## src/hdl/srtf_pkg.sv

```systemverilog
// Shared types, constants and codes for the SRTF scheduler.
// Used by the controller, the datapath and the top level; depends on nothing.
`timescale 1ns / 1ps

package srtf_pkg;

  // Table size and derived index widths.
  localparam int MAX_PROCESSES = 16;
  localparam int IDX_W         = $clog2(MAX_PROCESSES);
  localparam int CNT_W         = $clog2(MAX_PROCESSES + 1);

  // Field widths of a request and a result.
  localparam int TIME_W  = 24;
  localparam int BURST_W = 16;
  localparam int PNUM_W  = 5;
  localparam int PCALC_W = (CNT_W > PNUM_W) ? CNT_W : PNUM_W;

  // One table entry as held in the process RAM: arrival, burst, remaining.
  localparam int WORD_W = TIME_W + BURST_W + BURST_W;

  localparam logic [TIME_W-1:0] TIME_MAX = {TIME_W{1'b1}};

  // Request kinds.
  typedef enum logic [1:0] {
    KIND_ADD   = 2'd0,
    KIND_TICK  = 2'd1,
    KIND_CLEAR = 2'd2,
    KIND_NONE  = 2'd3
  } kind_e;

  // Controller states.
  typedef enum logic [1:0] {
    ST_IDLE,
    ST_SCAN,
    ST_FINAL,
    ST_COMMIT
  } state_e;

  // Commands from the controller to the datapath.
  typedef struct packed {
    logic load;
    logic scan_issue;
    logic commit;
  } cmd_t;

  // Status from the datapath to the controller.
  typedef struct packed {
    logic count_zero;
    logic scan_last;
  } status_t;

endpackage

```

## src/hdl/srtf_preemptive_scheduler.sv

```systemverilog
// Top level of the preemptive shortest-remaining-time-first scheduler.
// Depends on srtf_pkg, srtf_ctrl and srtf_dp (which holds srtf_ram).
`timescale 1ns / 1ps

// A request is taken when start_i is high and busy_o is low. Add, clear and
// unused kinds go from acceptance straight to the commit state. A tick reads
// the process table one entry per cycle through the single read port of the
// table RAM for N stored processes, compares the last entry read, and then
// commits; on an empty table it commits at once. Every request yields
// exactly one result, shown for one cycle with valid_o high; the receiver
// cannot stall it, so it must take the result in that cycle. busy_o falls in
// the cycle the result is shown, and a new request may be given then.

module srtf_preemptive_scheduler (
  input  logic                                clk_i,
  input  logic                                rst_ni,
  input  logic                                start_i,
  output logic                                busy_o,
  input  logic [1:0]                          kind_i,
  input  logic [srtf_pkg::TIME_W-1:0]         arrival_time_i,
  input  logic [srtf_pkg::BURST_W-1:0]        burst_time_i,
  output logic                                valid_o,
  output logic [srtf_pkg::PNUM_W-1:0]         process_number_o,
  output logic                                accepted_o,
  output logic                                finished_o,
  output logic [srtf_pkg::TIME_W-1:0]         current_time_o,
  output logic [srtf_pkg::TIME_W-1:0]         turnaround_time_o,
  output logic [srtf_pkg::TIME_W-1:0]         waiting_time_o
);

  srtf_pkg::cmd_t    cmd;
  srtf_pkg::status_t status;

  // Sequencing of each request.
  srtf_ctrl u_ctrl (
    .clk_i    (clk_i),
    .rst_ni   (rst_ni),
    .start_i  (start_i),
    .kind_i   (kind_i),
    .status_i (status),
    .cmd_o    (cmd),
    .busy_o   (busy_o)
  );

  // Table, time and result computation.
  srtf_dp u_dp (
    .clk_i             (clk_i),
    .rst_ni            (rst_ni),
    .cmd_i             (cmd),
    .status_o          (status),
    .kind_i            (kind_i),
    .arrival_time_i    (arrival_time_i),
    .burst_time_i      (burst_time_i),
    .valid_o           (valid_o),
    .process_number_o  (process_number_o),
    .accepted_o        (accepted_o),
    .finished_o        (finished_o),
    .current_time_o    (current_time_o),
    .turnaround_time_o (turnaround_time_o),
    .waiting_time_o    (waiting_time_o)
  );

  // An accepted request always makes the block busy.
  a_accept_busy: assert property (@(posedge clk_i) disable iff (!rst_ni)
    start_i && !busy_o |=> busy_o)
    else $error("busy_o did not rise after an accepted request");

  // A result only follows a cycle in which the block was busy.
  a_result_after_busy: assert property (@(posedge clk_i) disable iff (!rst_ni)
    valid_o |-> $past(busy_o))
    else $error("result strobe without a preceding busy cycle");

  // A finished process carries a real number and an accepted flag.
  a_finish_numbered: assert property (@(posedge clk_i) disable iff (!rst_ni)
    valid_o && finished_o |-> (process_number_o != '0) && accepted_o)
    else $error("finished result without a process number");

  // A rejected add reports no process number.
  a_reject_zero: assert property (@(posedge clk_i) disable iff (!rst_ni)
    valid_o && !accepted_o |-> (process_number_o == '0) && !finished_o)
    else $error("rejected request carries a process number");

endmodule

```

## src/hdl/srtf_ram.sv

```systemverilog
// Generic single-port-write, single-port-read RAM with registered read data.
// Stands alone; holds the process table of the scheduler.
`timescale 1ns / 1ps

module srtf_ram #(
  parameter int WIDTH = 8,
  parameter int DEPTH = 16
) (
  input  logic                     clk_i,
  input  logic                     we_i,
  input  logic [$clog2(DEPTH)-1:0] waddr_i,
  input  logic [WIDTH-1:0]         wdata_i,
  input  logic [$clog2(DEPTH)-1:0] raddr_i,
  output logic [WIDTH-1:0]         rdata_o
);

  logic [WIDTH-1:0] mem_q [DEPTH];
  logic [WIDTH-1:0] rdata_q;

  // Write port and registered read port.
  always_ff @(posedge clk_i) begin
    if (we_i) begin
      mem_q[waddr_i] <= wdata_i;
    end
    rdata_q <= mem_q[raddr_i];
  end

  assign rdata_o = rdata_q;

endmodule

```

## src/hdl/srtf_ctrl.sv

```systemverilog
// Controller state machine of the SRTF scheduler.
// Depends on srtf_pkg; drives the datapath through cmd_t and reads status_t.
`timescale 1ns / 1ps

module srtf_ctrl (
  input  logic             clk_i,
  input  logic             rst_ni,
  input  logic             start_i,
  input  logic [1:0]       kind_i,
  input  srtf_pkg::status_t status_i,
  output srtf_pkg::cmd_t   cmd_o,
  output logic             busy_o
);

  srtf_pkg::state_e state_q, state_d;

  // State register.
  always_ff @(posedge clk_i or negedge rst_ni) begin
    if (!rst_ni) begin
      state_q <= srtf_pkg::ST_IDLE;
    end else begin
      state_q <= state_d;
    end
  end

  // Next state and commands.
  always_comb begin
    state_d = state_q;
    cmd_o   = '0;
    case (state_q)
      srtf_pkg::ST_IDLE: begin
        if (start_i) begin
          cmd_o.load = 1'b1;
          // A tick on a non-empty table scans every stored entry; all else commits at once.
          if (srtf_pkg::kind_e'(kind_i) == srtf_pkg::KIND_TICK && !status_i.count_zero) begin
            state_d = srtf_pkg::ST_SCAN;
          end else begin
            state_d = srtf_pkg::ST_COMMIT;
          end
        end
      end
      srtf_pkg::ST_SCAN: begin
        cmd_o.scan_issue = 1'b1;
        if (status_i.scan_last) begin
          state_d = srtf_pkg::ST_FINAL;
        end
      end
      srtf_pkg::ST_FINAL: begin
        // The last read entry is compared in this cycle.
        state_d = srtf_pkg::ST_COMMIT;
      end
      srtf_pkg::ST_COMMIT: begin
        cmd_o.commit = 1'b1;
        state_d      = srtf_pkg::ST_IDLE;
      end
      default: begin
        state_d = srtf_pkg::ST_IDLE;
      end
    endcase
  end

  assign busy_o = (state_q != srtf_pkg::ST_IDLE);

endmodule

```

## src/hdl/srtf_dp.sv

```systemverilog
// Datapath of the SRTF scheduler: process table, done flags, time, scan and result.
// Depends on srtf_pkg and srtf_ram; commanded by srtf_ctrl.
`timescale 1ns / 1ps

module srtf_dp (
  input  logic                                   clk_i,
  input  logic                                   rst_ni,
  input  srtf_pkg::cmd_t                         cmd_i,
  output srtf_pkg::status_t                      status_o,
  input  logic [1:0]                             kind_i,
  input  logic [srtf_pkg::TIME_W-1:0]            arrival_time_i,
  input  logic [srtf_pkg::BURST_W-1:0]           burst_time_i,
  output logic                                   valid_o,
  output logic [srtf_pkg::PNUM_W-1:0]            process_number_o,
  output logic                                   accepted_o,
  output logic                                   finished_o,
  output logic [srtf_pkg::TIME_W-1:0]            current_time_o,
  output logic [srtf_pkg::TIME_W-1:0]            turnaround_time_o,
  output logic [srtf_pkg::TIME_W-1:0]            waiting_time_o
);

  localparam int TW = srtf_pkg::TIME_W;
  localparam int BW = srtf_pkg::BURST_W;
  localparam int IW = srtf_pkg::IDX_W;
  localparam int CW = srtf_pkg::CNT_W;
  localparam int NP = srtf_pkg::MAX_PROCESSES;

  // Latched request.
  srtf_pkg::kind_e     item_kind_q;
  logic [TW-1:0]       item_arr_q;
  logic [BW-1:0]       item_burst_q;

  // Scheduler state.
  logic [TW-1:0]       time_q, time_d;
  logic [CW-1:0]       count_q, count_d;
  logic [NP-1:0]       done_q, done_d;

  // Scan pipeline and running best candidate.
  logic [IW-1:0]       rd_idx_q;
  logic                cmp_valid_q;
  logic [IW-1:0]       cmp_idx_q;
  logic                found_q;
  logic [IW-1:0]       best_idx_q;
  logic [TW-1:0]       best_arr_q;
  logic [BW-1:0]       best_rem_q;
  logic [BW-1:0]       best_burst_q;

  // Result registers.
  logic                valid_q;
  logic [srtf_pkg::PNUM_W-1:0] pnum_q, pnum_d;
  logic                acc_q, acc_d;
  logic                fin_q, fin_d;
  logic [TW-1:0]       tat_q, tat_d;
  logic [TW-1:0]       wt_q, wt_d;

  // Table RAM.
  logic                       ram_we;
  logic [IW-1:0]              ram_waddr;
  logic [srtf_pkg::WORD_W-1:0] ram_wdata;
  logic [srtf_pkg::WORD_W-1:0] ram_rdata;
  logic [TW-1:0]              rd_arr;
  logic [BW-1:0]              rd_burst;
  logic [BW-1:0]              rd_rem;

  srtf_ram #(
    .WIDTH (srtf_pkg::WORD_W),
    .DEPTH (NP)
  ) u_table (
    .clk_i   (clk_i),
    .we_i    (ram_we),
    .waddr_i (ram_waddr),
    .wdata_i (ram_wdata),
    .raddr_i (rd_idx_q),
    .rdata_o (ram_rdata)
  );

  assign rd_arr   = ram_rdata[srtf_pkg::WORD_W-1 -: TW];
  assign rd_burst = ram_rdata[2*BW-1 -: BW];
  assign rd_rem   = ram_rdata[BW-1:0];

  // Status to the controller.
  assign status_o.count_zero = (count_q == '0);
  assign status_o.scan_last  = (CW'(rd_idx_q) == count_q - CW'(1));

  // Candidate test for the entry whose read data is present.
  logic cand_ok, cand_better;
  assign cand_ok     = cmp_valid_q && !done_q[cmp_idx_q] && (rd_arr <= time_q);
  assign cand_better = !found_q || (rd_rem < best_rem_q) ||
                       ((rd_rem == best_rem_q) && (rd_arr < best_arr_q));

  // Latch the request on acceptance.
  always_ff @(posedge clk_i) begin
    if (cmd_i.load) begin
      item_kind_q  <= srtf_pkg::kind_e'(kind_i);
      item_arr_q   <= arrival_time_i;
      item_burst_q <= burst_time_i;
    end
  end

  // Scan address, compare stage and best-candidate registers.
  always_ff @(posedge clk_i or negedge rst_ni) begin
    if (!rst_ni) begin
      rd_idx_q    <= '0;
      cmp_valid_q <= 1'b0;
      cmp_idx_q   <= '0;
      found_q     <= 1'b0;
    end else begin
      cmp_valid_q <= cmd_i.scan_issue;
      cmp_idx_q   <= rd_idx_q;
      if (cmd_i.load) begin
        rd_idx_q <= '0;
        found_q  <= 1'b0;
      end else begin
        if (cmd_i.scan_issue) begin
          rd_idx_q <= rd_idx_q + IW'(1);
        end
        if (cand_ok && cand_better) begin
          found_q <= 1'b1;
        end
      end
    end
  end

  always_ff @(posedge clk_i) begin
    if (cand_ok && cand_better) begin
      best_idx_q   <= cmp_idx_q;
      best_arr_q   <= rd_arr;
      best_rem_q   <= rd_rem;
      best_burst_q <= rd_burst;
    end
  end

  // Commit of one request: table update, time, and result values.
  logic [TW-1:0]           time_inc;
  logic [BW-1:0]           rem_dec;
  logic [TW-1:0]           tat_calc;
  logic [srtf_pkg::PCALC_W-1:0] add_num;
  logic [srtf_pkg::PCALC_W-1:0] run_num;

  assign time_inc = (time_q == srtf_pkg::TIME_MAX) ? time_q : time_q + TW'(1);
  assign rem_dec  = best_rem_q - BW'(1);
  assign tat_calc = time_inc - best_arr_q;
  assign add_num  = srtf_pkg::PCALC_W'(count_q) + srtf_pkg::PCALC_W'(1);
  assign run_num  = srtf_pkg::PCALC_W'(best_idx_q) + srtf_pkg::PCALC_W'(1);

  always_comb begin
    time_d    = time_q;
    count_d   = count_q;
    done_d    = done_q;
    ram_we    = 1'b0;
    ram_waddr = best_idx_q;
    ram_wdata = {best_arr_q, best_burst_q, rem_dec};
    pnum_d    = '0;
    acc_d     = 1'b1;
    fin_d     = 1'b0;
    tat_d     = '0;
    wt_d      = '0;
    if (cmd_i.commit) begin
      case (item_kind_q)
        srtf_pkg::KIND_ADD: begin
          if (count_q == CW'(NP)) begin
            acc_d = 1'b0;
          end else begin
            ram_we    = 1'b1;
            ram_waddr = count_q[IW-1:0];
            ram_wdata = {item_arr_q, item_burst_q, item_burst_q};
            done_d[count_q[IW-1:0]] = (item_burst_q == '0);
            count_d   = count_q + CW'(1);
            pnum_d    = add_num[srtf_pkg::PNUM_W-1:0];
          end
        end
        srtf_pkg::KIND_TICK: begin
          time_d = time_inc;
          if (found_q) begin
            ram_we = 1'b1;
            pnum_d = run_num[srtf_pkg::PNUM_W-1:0];
            // The process finishes when its last time unit has run.
            if (rem_dec == '0) begin
              done_d[best_idx_q] = 1'b1;
              fin_d = 1'b1;
              tat_d = tat_calc;
              wt_d  = (tat_calc >= TW'(best_burst_q)) ? tat_calc - TW'(best_burst_q) : '0;
            end
          end
        end
        srtf_pkg::KIND_CLEAR: begin
          time_d  = '0;
          count_d = '0;
          done_d  = '0;
        end
        default: begin
        end
      endcase
    end
  end

  // Scheduler state registers and result strobe.
  always_ff @(posedge clk_i or negedge rst_ni) begin
    if (!rst_ni) begin
      time_q  <= '0;
      count_q <= '0;
      done_q  <= '0;
      valid_q <= 1'b0;
    end else begin
      time_q  <= time_d;
      count_q <= count_d;
      done_q  <= done_d;
      valid_q <= cmd_i.commit;
    end
  end

  // Result payload, captured at commit.
  always_ff @(posedge clk_i) begin
    if (cmd_i.commit) begin
      pnum_q <= pnum_d;
      acc_q  <= acc_d;
      fin_q  <= fin_d;
      tat_q  <= tat_d;
      wt_q   <= wt_d;
    end
  end

  assign valid_o           = valid_q;
  assign process_number_o  = pnum_q;
  assign accepted_o        = acc_q;
  assign finished_o        = fin_q;
  assign current_time_o    = time_q;
  assign turnaround_time_o = tat_q;
  assign waiting_time_o    = wt_q;

endmodule
```

## config.mk

```make
export PLATFORM = sky130hd
export DESIGN_NAME = srtf_preemptive_scheduler
export DESIGN_NICKNAME = d
export VERILOG_FILES = /design/src/hdl/srtf_pkg.sv /design/src/hdl/srtf_preemptive_scheduler.sv /design/src/hdl/srtf_ram.sv /design/src/hdl/srtf_ctrl.sv /design/src/hdl/srtf_dp.sv
export SDC_FILE = /design/constraint.sdc
export NUM_CORES = 1
export LEC_CHECK = 0
export ABC_AREA = 1
export BUFFER_PORTS_ARGS = -buffer_cell sky130_fd_sc_hd__buf_2
export CORE_UTILIZATION = 67
export DETAILED_ROUTE_END_ITERATION = 10
export PLACE_DENSITY = 0.82
export SKIP_LAST_GASP = 1
export SYNTH_ARGS = -nofsm -noshare
export SYNTH_HDL_FRONTEND = slang
export SYNTH_SLANG_ARGS = --single-unit
```

## constraint.sdc

```tcl
create_clock -name clk_i -period 15.55 [get_ports clk_i]
set_clock_uncertainty 0.1 [all_clocks]
set_input_delay 1.555 -clock clk_i [delete_from_list [all_inputs] [get_ports clk_i]]
set_output_delay 1.555 -clock clk_i [all_outputs]
set_load 0.05 [all_outputs]
```

==> results.json <==
{
  "crit_type": "register to register",
  "fin_nets": 4520,
  "cp_slowest_cell": "dfrtp_1",
  "path_clk_slew_ns": 0.06,
  "final_util_pct": 75.9,
  "post_cts_buffers": 0,
  "seq_area_frac_synth_pct": 67.1,
  "powerDensity_mw_per_mm2": 110,
  "p_leak_nw": 20.9,
  "yosysWarnings": 0,
  "syn_area_per_cell_sq_um": 12.1,
  "cts_resized": 0,
  "via_per_inst": 6.34,
  "grt_pass1_vias": 32900,
  "p_switching_mw": 1.19,
  "ant_nets": 0,
  "diodes": 0,
  "rows": 100,
  "initial_utilization_pct": 68.1,
  "rr_endpoint": "u_dp.waiting_time_o[9]$_SDFFCE_PN0P_",
  "cpPeakStageDelay_ns": 0.50,
  "finalSetupTns_ns": 0,
  "hold_depth": 0,
  "slew_headroom_pct": 22.4,
  "layout_setup_ws_ns": 9.50,
  "total_power_mw": 6.24,
  "r2r_cells": 29,
  "pwr-share-comb_pct": 0.2,
  "synth_ff_type": "edfxtp_1",
  "cts_tree": "yes",
  "grt_max_degree": 203,
  "syn_area_sq_mm": 0.0510,
  "cp-end-kind": "register",
  "io_pins": 126,
  "htree_levels": 3,
  "cts.path.max_buffers": 3,
  "gp_congestion": 0.938,
  "fillerInstances": 4510,
  "synth_cell_types": 49,
  "syn2layout_area_growth_pct": 11.4,
  "dieWidth_microns": 278,
  "portBuffers": 125,
  "hold_class": "register to register",
  "drt_drc_violations_left": 0,
  "r2r_setup_slack_ns": 9.50,
  "grt.total_usage_pct": 34.3,
  "vias": 34300,
  "routedWlPerCell_microns": 24.5,
  "crit_required_ns": 15.86,
  "clockRootBuffer": "clkbuf_16",
  "clk_latency_ns": 0.70,
  "hp-start": "u_dp.u_table.rdata_o[16]$_DFF_P_",
  "routed_wirelength_mm": 133,
  "cts_buffers": 112,
  "fp.coreArea_sq_mm": 0.0748,
  "seqPwrFrac_pct": 54.0,
  "die_y_microns": 278,
  "startpoint_type": "register",
  "worstHoldEndpoint": "u_dp.best_burst_q[0]$_DFFE_PP_",
  "switching_share_pct": 19.0,
  "antenna_found_initial": 3,
  "die_area_sq_mm": 0.0772,
  "grt_overflow_total": 0,
  "cts_sinks": 1167,
  "fmax_mhz": 165,
  "dp_slack_ns": 9.56,
  "critPathMaxFanout": 24,
  "min_period_over_period_pct": 38.9,
  "rsz0062_at_grt": "false",
  "cellInternalPower_mw": 5.06,
  "finalCriticalPeriod_ns": 6.05,
  "syn_nets": 4386,
  "synth_edf_count": 1053,
  "status": "completed",
  "maxCapViolCount": 0,
  "maxSlewViolCount": 0,
  "firstDrtPassIters": 6,
  "p_clk_share_pct": 45.9,
  "synth_seq_cells": 1167,
  "grt_pass1_wl_mm": 198,
  "synthArstFlopShare_pct": 4.97,
  "first_iter_violations": 4531,
  "hold_viol_final": 0,
  "worst_pin_slew_ns": 1.16,
  "dpl.hpwl_mm": 78.2,
  "r2r-start": "u_dp.current_time_o[0]$_DFFE_PN0P_",
  "ir_drop_v": 0.000111,
  "cp_data_arrival_time_ns": 6.37,
  "holdBufCountCts": 0,
  "drive_above_1_share_pct": 10.2,
  "syn_inst": 4215,
  "final-setup-viol-count": 0
}
cell usage after synthesis, types with 15 or more instances:
cell / instances / share of area, %
edfxtp_1: 1053 / 62
inv_1: 512 / 3.8
nand2_1: 490 / 3.6
o21ai_0: 399 / 3.9
a21oi_1: 304 / 3.0
o211ai_1: 225 / 3.3
mux2i_1: 224 / 4.4
nor2_1: 171 / 1.3
nand3_1: 162 / 1.6
clkbuf_1: 142 / 1.0
ha_1: 124 / 3.0
dfrtp_1: 58 / 2.8
dfxtp_1: 56 / 2.2
nand4_1: 50 / 0.61
xor2_1: 44 / 0.76
buf_2: 34 / 0.33
nor3_1: 22 / 0.22
xnor2_1: 17 / 0.29
buf_1: 15 / 0.11
worst max-delay path: cells and delay by family (launching register included):
kind                       cells  cell delay (ns)
AOI/OAI and AO/OA              9             1.86
and+or+nand+nor               10             1.35
adders and majority gates      3             0.98
DFF                            1             0.50
xor gates and xnor gates       2             0.62
buffers and inverters          5             0.36
per-stage QoR:
step,std cells,area [sq um],hold WS [ns]
4_1_cts,5418,56800,0.302
5_1_grt,5418,56800,0.304
6_report,5418,56800,0.303
3_5_place_dp,5204,52900,0.289
3_3_place_gp,5204,52900,0.286
2_1_floorplan,4215,51000,0.252
state kept, by name, summed over array words and instances, names as in the netlist, 5 cells and up, named ones only:
register,count
u_dp.turnaround_time_o,24
u_dp.best_burst_q,16
u_dp.item_burst_q,16
u_dp.process_number_o,5
u_dp.item_arr_q,24
u_dp.count_q,5
u_dp.best_arr_q,24
u_dp.waiting_time_o,24
u_dp.best_rem_q,16
u_dp.u_table.rdata_o,56
u_dp.current_time_o,24
u_dp.u_table.mem_q,896
layout by cell type (no fill, tap or decap), types with 6 or more instances in the layout:
master     netlist  routed
a21oi_1        304     304
a21oi_2          6       6
a31oi_1          7       7
buf_2           34     125
buf_4            0      89
bufinv_16        0      17
clkbuf_1       142      30
clkbuf_16        0     112
clkbuf_8         0      13
clkinv_1         0       9
clkinv_2         0      16
dfrtp_1         58      54
dfxtp_1         56      56
edfxtp_1      1053    1053
ha_1           124     123
inv_1          512     509
mux2i_1        224     224
nand2_1        490     490
nand2_2          8       8
nand3_1        162     162
nand4_1         50      50
nor2_1         171     155
nor2_4           2      19
nor3_1          22      22
nor4_1           8       7
o211ai_1       225     225
o21ai_0        399     398
o22ai_1         13      13
o31ai_1         14      14
or2_2            7       7
xnor2_1         17      17
xor2_1          44      44
metal layers:
metal | vias to the layer above | global-route usage [%] | wire, microns
li1 | 15400 | - | -
met1 | 16500 | 48.6 | 52600
met2 | 2121 | 53.9 | 62300
met3 | 312 | 5.75 | 13800
met4 | 4 | 13.0 | 4260
met5 | - | 0 | 27
cell families after synthesis:
kind of cell | synth area share, %
DFF | 67.1
AOI/OAI and AO/OA | 11.1
and+or+nand+nor | 7.83
buffers and inverters | 5.37
muxes | 4.40
adders and majority gates | 3.12
xor gates and xnor gates | 1.08
area by class of cell:
type                       count  area (sq um)  share of cell area, %
clock buffer                 155          3090                   5.45
clock inverter                59           836                   1.47
inverter                     515          1940                   3.42
multi-input combinational   2338         14200                   25.0
sequential                  1167         34200                   60.2
tap                          969          1210                   2.13
timing repair buffer         215          1310                   2.31
worst max-delay path by stage:
stage,from,endpoint,slack (ns)
detailed placement,u_dp.current_time_o[0]$_DFFE_PN0P_,u_dp.waiting_time_o[9]$_SDFFCE_PN0P_,9.56
global placement,u_dp.current_time_o[0]$_DFFE_PN0P_,u_dp.waiting_time_o[11]$_SDFFCE_PN0P_,9.63
floorplan,u_ctrl.state_q[1]$_DFFE_PN0P_,u_dp.u_table.mem_q[0][0]$_DFFE_PP_,9.76
global route,u_dp.current_time_o[0]$_DFFE_PN0P_,u_dp.waiting_time_o[9]$_SDFFCE_PN0P_,8.88
finish,u_dp.current_time_o[0]$_DFFE_PN0P_,u_dp.waiting_time_o[9]$_SDFFCE_PN0P_,9.50
CTS,u_dp.current_time_o[0]$_DFFE_PN0P_,u_dp.waiting_time_o[9]$_SDFFCE_PN0P_,9.49
power by group through the flow:
stage | Clock [mW] | Combinational, mW | Sequential [mW]
after global placement | 0 | 0.00946 | 3.44
after floorplan | 0 | 0.0000599 | 3.44
after global routing | 3.00 | 0.0105 | 3.37
after detailed placement | 0 | 0.00947 | 3.44
after CTS | 2.87 | 0.00968 | 3.37
final | 2.86 | 0.00941 | 3.37
No activity file was read; power rests on OpenSTA's default activity.
